**config.mk**
```make
export PLATFORM = sky130hd
export DESIGN_NAME = wsp_fifo
export DESIGN_NICKNAME = d
export VERILOG_FILES = /design/src/sv/wsp_pkg.sv /design/src/sv/wsp_fifo.sv
export SDC_FILE = /design/constraint.sdc
export NUM_CORES = 1
export LEC_CHECK = 0
export BUFFER_PORTS_ARGS = -buffer_cell sky130_fd_sc_hd__buf_2
export CORE_ASPECT_RATIO = 0.7
export CORE_MARGIN = 5
export CORE_UTILIZATION = 56
export CTS_BUF_LIST = sky130_fd_sc_hd__clkbuf_2
export CTS_CLUSTER_DIAMETER = 150
export CTS_CLUSTER_SIZE = 10
export DETAILED_ROUTE_END_ITERATION = 7
export MAX_ROUTING_LAYER = met4
export PLACE_DENSITY = 0.75
export SETUP_SLACK_MARGIN = 0.1
export SYNTH_ARGS = -nofsm -noshare
export SYNTH_HDL_FRONTEND = slang
export SYNTH_SLANG_ARGS = --single-unit
```
**constraint.sdc**
```tcl
create_clock -name clk -period 19.45 [get_ports clk]
set_clock_uncertainty 0.1 [all_clocks]
set_input_delay 5.835 -clock clk [delete_from_list [all_inputs] [get_ports clk]]
set_output_delay 5.835 -clock clk [all_outputs]
set_load 0.02 [all_outputs]
```
**src/sv/wsp_pkg.sv**
```systemverilog
// Shared types and constants for the world-to-screen projection core.
`timescale 1ns / 1ps
`default_nettype none
package wsp_pkg;

  localparam int DATA_W     = 32;
  localparam int PROD_W     = 64;
  localparam int OFF_W      = 66;
  localparam int DIV_STAGES = 64;
  localparam int FIFO_DEPTH = 4;
  localparam int FIFO_AW    = 2;
  localparam int CFG_IDX_W  = 4;

  // Mode register codes
  typedef enum logic [1:0] {
    MODE_LINEAR = 2'd0,
    MODE_ISO    = 2'd1,
    MODE_PERSP  = 2'd2,
    MODE_UNUSED = 2'd3
  } mode_t;

  // Item class decided by the front end
  typedef enum logic [1:0] {
    CLS_LINEAR = 2'd0,
    CLS_ISO    = 2'd1,
    CLS_PERSP  = 2'd2
  } cls_t;

  // Configuration register indexes
  typedef enum logic [CFG_IDX_W-1:0] {
    CFG_MODE     = 4'd0,
    CFG_FLIP     = 4'd1,
    CFG_ORIGIN_X = 4'd2,
    CFG_ORIGIN_Y = 4'd3,
    CFG_CAMERA_X = 4'd4,
    CFG_CAMERA_Y = 4'd5,
    CFG_SCALE    = 4'd6,
    CFG_TILE_H   = 4'd7
  } cfg_idx_t;

  typedef struct packed {
    mode_t                     mode;
    logic                      flip;
    logic signed [DATA_W-1:0]  org_h;
    logic signed [DATA_W-1:0]  org_v;
    logic signed [DATA_W-1:0]  cam_h;
    logic signed [DATA_W-1:0]  cam_v;
    logic signed [DATA_W-1:0]  scale;
    logic signed [DATA_W-1:0]  tile_h;
  } cfg_t;

  // Item passed from front end to back end
  typedef struct packed {
    cls_t                      cls;
    logic                      flip;
    logic signed [PROD_W-1:0]  prod_x;
    logic signed [PROD_W-1:0]  prod_y;
    logic signed [DATA_W-1:0]  depth;
  } item_t;

  typedef struct packed {
    logic               full;
    logic               empty;
    logic [FIFO_AW:0]   count;
  } fifo_stat_t;

endpackage
`default_nettype wire

```
**src/sv/wsp_fifo.sv**
```systemverilog
// Short item queue between front end and back end.
`timescale 1ns / 1ps
`default_nettype none
module wsp_fifo (
  input  wire logic           clk,
  input  wire logic           rst_n,
  input  wire logic           push,
  input  wire wsp_pkg::item_t wr_item,
  input  wire logic           pop,
  output wsp_pkg::item_t      rd_item,
  output wsp_pkg::fifo_stat_t stat
);
  import wsp_pkg::*;

  item_t                mem_r [FIFO_DEPTH];
  logic [FIFO_AW-1:0]   wr_ptr_r, rd_ptr_r;
  logic [FIFO_AW:0]     count_r;
  logic                 do_push, do_pop;

  assign do_push = push && (count_r != FIFO_AW'(0) + (FIFO_AW+1)'(FIFO_DEPTH));
  assign do_pop  = pop && (count_r != '0);

  // Storage
  always_ff @(posedge clk) begin
    if (do_push) begin
      mem_r[wr_ptr_r] <= wr_item;
    end
  end

  // Pointers and fill count
  always_ff @(posedge clk) begin
    if (!rst_n) begin
      wr_ptr_r <= '0;
      rd_ptr_r <= '0;
      count_r  <= '0;
    end else begin
      if (do_push) wr_ptr_r <= wr_ptr_r + 1'b1;
      if (do_pop)  rd_ptr_r <= rd_ptr_r + 1'b1;
      case ({do_push, do_pop})
        2'b10:   count_r <= count_r + 1'b1;
        2'b01:   count_r <= count_r - 1'b1;
        default: count_r <= count_r;
      endcase
    end
  end

  assign rd_item    = mem_r[rd_ptr_r];
  assign stat.full  = (count_r == (FIFO_AW+1)'(FIFO_DEPTH));
  assign stat.empty = (count_r == '0);
  assign stat.count = count_r;

endmodule
`default_nettype wire

```
======== Word-level counts from Yosys, hierarchy flattened ========
Memory sizes are Yosys's and may differ from the RTL's. A register that Yosys moved wholly into a read port is not among the register bits.
Index checks and enable logic that the tools add are counted.
storage, ports and cells
  flip-flop bits (word level) ............. 7
  memory bits (writable) .................. 652
  input port bits ......................... 167
  output and inout bits ................... 168
  logic and storage cells ................. 22
  memories kept ........................... 1
operators by class
  $add $sub $neg .......................... 4
  equality and inequality tests ........... 4
  mux-type cells .......................... 5
  reduce and logical (&&, ||, !) cells .... 5
memories
  name   words  bits a word  read ports  clocked after memory_dff  write ports  line            RTL
  mem_r  4      163          1           1                         1            wsp_fifo.sv:15  item_t mem_r [FIFO_DEPTH];
operators by type and width
  cell                                                                 number
  3-bit one-hot mux with 2 select lines                                1
  2-bit by 1-bit adder with 2-bit output (second input constant)       2
  2-bit two-way mux                                                    2
  3-bit by 1-bit adder with 3-bit output (second input constant)       1
  3-bit == test (second input constant)                                1
  3-bit zero test                                                      1
  3-bit != test (second input constant)                                1
  3-bit nonzero test                                                   1
  3-bit by 1-bit subtractor with 3-bit output (second input constant)  1
  2-bit by 1-bit == test with 1-bit output (second input constant)     1
  2-bit == test (second input constant)                                1
  1-bit logical AND                                                    2
  1-bit two-way mux                                                    2
  2-bit nonzero test                                                   1

======== Depth between registers and ports, before layout ========
Gate-level depths: netlist of run 1.
  depth in word-level cells ............... 4
  mapped depth ............................ 10
  depth with buffers taken out ............ 9

======== Least setup slack after synthesis of run 1 ========
Ideal clock, no wire load.
  kind .................................... in2reg
  from .................................... in push
  to ...................................... mem mem_r[0][0] (netlist name), enable pin
  library setup time ...................... 0.543 ns
  arrival time ............................ 9.942 ns
  data required time ...................... 18.807 ns
  path slack .............................. 8.866 ns
  stages .................................. 3
  buffers on the path ..................... 1
  path through ............................ nor2b_1 -> clkbuf_1 -> and2_1
between the ends
  cells in the longest elaborated chain, start to end .. 3
ends and longest elaborated chain
  item                                     line            RTL
  start: declaration                       wsp_fifo.sv:7   input wire logic push,
  1-bit logical AND                        wsp_fifo.sv:20  assign do_push = push && (count_r != FIFO_AW'(0) + (FIFO_AW+1)'(FIFO_DEPTH));
  1-bit two-way mux                        wsp_fifo.sv:25  if (do_push) begin
  1-bit two-way mux (implied by the code)  wsp_fifo.sv:26  mem_r[wr_ptr_r] <= wr_item;
  end: declaration                         wsp_fifo.sv:15
Every way passes these cells.

==> results of run 1 <==
==> cells in the final DEF (no fill, tap or decap), types with 4 or more instances in the layout <==
cell type	instances
clkbuf_2	93
inv_1	6
nand2_1	7
buf_4	15
ha_1	5
diode_2	18
edfxtp_1	652
buf_2	334
and2_4	4
o21ai_0	5
dfxtp_1	7
mux4_2	163
==> worst paths after layout <==
check                  end  slack (ns)
max            rd_item[21]        9.19
min            rd_ptr_r[0]        0.40
max reg2reg  mem_r[2][144]       15.97
min reg2reg    rd_ptr_r[0]        0.40
==> metal layers <==
layer  share of wire  track usage  vias up  routed length (um)
li1                -            -     4695                   -
met1            0.40        0.277     5649               18900
met2            0.48        0.310      395               22700
met3           0.081       0.0582       90                3820
met4           0.034       0.0758        0                1600
met5               0            -        -                   0
==> sequential cells by signal, indices dropped and copies added, names as in the netlist, named ones only <==
signal    flops
wr_ptr_r      2
count_r       3
rd_ptr_r      2
mem_r       652
==> synthesized netlist by cell type, types with 2 or more instances <==
library cell and instances:
or3_1 2, dfxtp_1 9, buf_6 9, and2_1 6, a21boi_0 2, edfxtp_1 652
buf_4 2, buf_1 4, nand2_1 7, o21ai_0 5, mux2i_1 2, mux4_2 163
buf_2 18, ha_1 5, nor2b_1 2, clkbuf_1 5, inv_1 6
==> cell families (layout without fill, tap and decap cells) <==
kind of cell | Yosys count | in the layout | share of synthesized area
flip-flops | 661 | 661 | 0.824
multiplexers | 165 | 165 | 0.154
buffers and inverters | 44 | 452 | 0.0110
AND/OR/NAND/NOR | 20 | 20 | 0.00470
AO/OA/AOI/OAI | 7 | 7 | 0.00167
adder cells (fa/ha/maj) | 6 | 6 | 0.00345
XOR/XNOR | 2 | 2 | 0.000731
other | 0 | 18 | 0
==> worst min-delay path: cells and delay by family (launching register included) <==
kind	cells	cell delay [ns]
AND/OR/NAND/NOR	1	0.06
AO/OA/AOI/OAI	1	0.06
flip-flops	1	0.36
==> cell type report <==
| class | count | area share |
|---|---|---|
| antenna | 18 | 0.00168 |
| clock buffer | 93 | 0.0174 |
| clock inverter | 4 | 0.00289 |
| inverter | 6 | 0.000840 |
| multi-input combinational | 200 | 0.147 |
| sequential | 661 | 0.737 |
| tap | 552 | 0.0258 |
| timing repair buffer | 349 | 0.0666 |
==> power by group through the flow <==
stage / Clock [mW] / Sequential [mW] / Combinational [mW]
floorplan: 0 / 1.79 / 0.620
global placement: 0 / 1.79 / 0.870
detailed placement: 0 / 1.80 / 0.878
CTS: 0.591 / 1.77 / 0.880
global route: 0.655 / 1.78 / 0.916
finish: 0.566 / 1.77 / 0.860
==> through the flow <==
| step | setup slack, ns | power (mW) | hold WS (ns) | utilization |
|---|---|---|---|---|
| after floorplan | 8.87 | 2.41 | 0.361 | - |
| after detailed placement | 10.01 | 2.68 | 0.390 | 0.619 |
| final | 9.19 | 3.19 | 0.405 | 0.633 |
| after global placement | 10.03 | 2.66 | 0.375 | 0.619 |
| after global routing | 8.56 | 3.35 | 0.436 | 0.633 |
| after CTS | 8.84 | 3.24 | 0.408 | 0.632 |
==> results.yml, run 1 <==
die:
  die_x_um: 257
  start_util: 0.566
  core_um2: 42300
  dieArea_um2: 47100
  die_y_um: 183
  io_pins: 335
  num_rows: 63
global_routing:
  antenna_found_initial: 15
  grt_usage: 0.206
  grt_max_degree: 68
  grt_first_pass_wirelength_um: 70700
  overflow: 0
  grt_pass1_vias: 11600
sta:
  fin_setup_tns_ns: 0
  rsz0062_at_grt: "false"
  setup_viol: 0
  max_freq_mhz: 97.5
  hold_viol: 0
  fin_crit_ns: 10.26
  slew_headroom: 0.326
  worst_slew_pin_slew_ns: 1.01
  finalMaxSlewViolations: 0
  finalCritPeriodShare: 0.527
yosys:
  ys_seq_elements: 661
  synth_flop_cell: "edfxtp_1"
  yosys.area.top_type: "edfxtp_1"
  yosysSeqAreaShare: 0.824
  synth_top_area_frac: 0.817
  netlist_area_um2: 24000
  ys_warn_count: 0
  ys_types: 23
  yosys-top-cells-area: "edfxtp_1, mux4_2, dfxtp_1"
  synth-async-reset-ratio: 0
  syn_nets: 1078
  synth_edf_count: 652
  avgSynthCellArea_um2: 26.5
  synth_cells: 905
clocking:
  cts.sinks: 661
  numCtsBuffers: 76
  cts_resized: 0
  clk_pin_slew_ns: 0.18
  post_cts_buffers: 0
  h-tree-depth: 3
  clk_latency_ns: 0.96
  hold_buffers: 0
  cts_tree: "yes"
  clockBufferDepth: 3
  clock-root-buffer: "clkbuf_2"
pwr:
  clockPowerShare: 0.177
  vdd_drop_max_uv: 80.4
  p_leak_nw: 8.86
  netSwitchingFraction: 0.307
  power_frac_seq: 0.553
  combinationalPowerShare: 0.270
  p_int_mw: 2.21
  switchingPower_mw: 0.978
  power_density_nw_per_um2: 119
critical_path:
  slowest_delay_ns: 0.83
  critical_path.top_delay_family: "buffers and inverters"
  path_max_fanout: 46
  cpMaxStageDelayCell: "buf_4"
  worstPathRequired_ns: 13.51
  timing.rr.start: "count_r[2]"
  cp.depth: 4
  crit_path_start_kind: "flip-flop"
  reg2regPathDepth: 5
  cp_common_cell: "buf_4"
  path_class: "flip-flop to output port"
  cp-end-kind: "output port"
  crit_arrival_ns: 4.32
  path_buf_inv: 3
  path_cells: "buf_4, buf_4, mux4_2, buf_2"
layout:
  fin_area_um2: 26800
  layout-drive-gt1-share: 0.468
  fin_nets: 1467
  final_cells: 1883
  nFillCells: 2831
  area_growth_pct: 11.9
  multi_input_area_um2: 3950
  regArea_um2: 19800
placed_design:
  hpwl_um: 29300
  dpl-instance-area_um2: 26200
  port_buffers: 334
  dp_cells: 1768
  gp_congestion: 0.797
outcome:
  outcome: "completed"
min_path:
  whs_path_depth: 2
  hp-class: "flip-flop to flip-flop"
  holdCritStartpoint: "rd_ptr_r[0]"
detailed_routing:
  vias_per_cell: 5.75
  routed_wl_um: 47000
  postRouteAntennaNets: 0
  drtIter0Drc: 881
  wl_per_cell_um: 25.0
  dr.pass1.iters: 5
  drcViolationCount: 0
  via_count: 10800
flow_run:
  cap_violations: 0
(Power assumes the default switching activity.)
==> inputs of run 2 (changes only) <==
- clock period: 19.45 -> 9.65 ns (I/O delays scaled with it)
==> results.yml, run 2 (synthesis gave the netlist of run 1 again) <==
outcome:
  outcome: "completed"
sta:
  worst_slew_pin_slew_ns: 0.983
  hold_viol: 0
  fin_crit_ns: 6.38
  slew_headroom: 0.345
  finalMaxSlewViolations: 0
  rsz0062_at_grt: "false"
  fin_setup_tns_ns: 0
  hold_slack_ns: 0.359
  setup_viol: 0
  max_freq_mhz: 157
  finalCritPeriodShare: 0.661
layout:
  fin_area_um2: 26700
  nFillCells: 2857
  most-common-layout-cells: "edfxtp_1, buf_2, mux4_2"
  largest_registers: "mem_r: 652 flops, count_r: 3 flops"
  largest_register_ffs: 652
  final_common_cell: "edfxtp_1"
  fin_nets: 1460
  layout-drive-gt1-share: 0.464
  area_growth_pct: 11.6
  largest_register: "mem_r"
global_routing:
  antenna_found_initial: 14
  overflow: 0
  grt_first_pass_wirelength_um: 68100
  grt_max_degree: 141
  grt_pass1_vias: 11300
  grt_usage: 0.197
critical_path:
  worstPathRequired_ns: 6.66
  path_class: "flip-flop to output port"
  cp-end-kind: "output port"
  crit_arrival_ns: 3.39
  r2r_end: "mem_r[2][147]"
  r2r_setup_slack_ns: 6.47
  crit_path_start_kind: "flip-flop"
  path_cells: "buf_12, mux4_2, buf_2"
  reg2regPathDepth: 4
  timing.rr.start: "count_r[0]"
  path_max_fanout: 93
  cpMaxStageDelayCell: "dfxtp_4"
  slowest_delay_ns: 0.83
placed_design:
  port_buffers: 334
  gp_congestion: 0.742
  hpwl_um: 26300
  dpl-instance-area_um2: 26200
clocking:
  cts.sinks: 661
  hold_buffers: 0
  clockBufferDepth: 3
  clock-root-buffer: "clkbuf_2"
  cts_tree: "yes"
  cts_resized: 0
  post_cts_buffers: 0
  numCtsBuffers: 76
  clk_pin_slew_ns: 0.17
  h-tree-depth: 3
  clk_latency_ns: 0.94
pwr:
  power_density_nw_per_um2: 237
  vdd_drop_max_uv: 151
  p_leak_nw: 8.80
  power.total_mw: 6.34
min_path:
  hp-class: "flip-flop to flip-flop"
  holdCritStartpoint: "rd_ptr_r[0]"
  whs_path_depth: 2
detailed_routing:
  dr.pass1.iters: 4
  postRouteAntennaNets: 0
  wl_per_cell_um: 24.0
  routed_wl_um: 44900
  drtIter0Drc: 781
  via_count: 10600
  drcViolationCount: 0
  vias_per_cell: 5.68
die:
  num_rows: 63
  core_um2: 42300
  dieArea_um2: 47100
  die_y_um: 183
  start_util: 0.566
  die_x_um: 257
  io_pins: 335
flow_run:
  cap_violations: 0
run 2: changes by cell type in the layout (fill, tap and decap cells not counted), sizes merged:
cell / change
clkinv: -1
buf: -7
bufinv: -2
clkbuf: -2
diode: -2
inv: +2
run 2: cell type report:
cell class	count	area [um2]	share of cell area
clock inverters	3	16.3	0.000608
inverters	6	22.5	0.000842
multi-input cells	200	3950	0.148
flip-flops and latches	661	19800	0.739
diodes	16	40.0	0.00150
clock buffers	91	455	0.0170
repair buffers	342	1790	0.0671
well taps	552	691	0.0258
run 2: critical path, delay by kind of cell, from the launching register on:
family / cells / cell delay [ns]
flip-flops: 1 / 0.83
buffers and inverters: 2 / 0.75
multiplexers: 1 / 0.61
run 2: how the worst max path moves through the flow:
stage,start,end,slack (ns)
floorplan,push,mem_r[0][0],2.01
global placement,push,mem_r[2][2],4.02
detailed placement,push,mem_r[2][160],3.97
CTS,flip-flop,rd_item[123],3.02
global route,flip-flop,rd_item[37],2.85
finish,flip-flop,rd_item[76],3.27
run 2: report_power, final:
group | internal, mW | total [mW] | switching (mW)
Clock | 0.246 | 1.07 | 0.823
Combinational | 0.707 | 1.73 | 1.02
Sequential | 3.45 | 3.55 | 0.0969
run 2: through the flow:
step | utilization | instances | setup WS [ns]
6_report | 0.632 | 1871 | 3.27
5_1_grt | 0.632 | 1868 | 2.85
4_1_cts | 0.631 | 1855 | 3.02
3_5_place_dp | 0.620 | 1761 | 3.97
3_3_place_gp | 0.620 | 1761 | 4.02
2_1_floorplan | - | 905 | 2.01
run 2: layer usage:
metal	vias to the layer above	global-route usage	wire [um]
met5	-	-	0
li1	4675	-	-
met1	5577	0.262	18200
met4	0	0.0485	913
met2	295	0.304	22300
met3	84	0.0618	3430
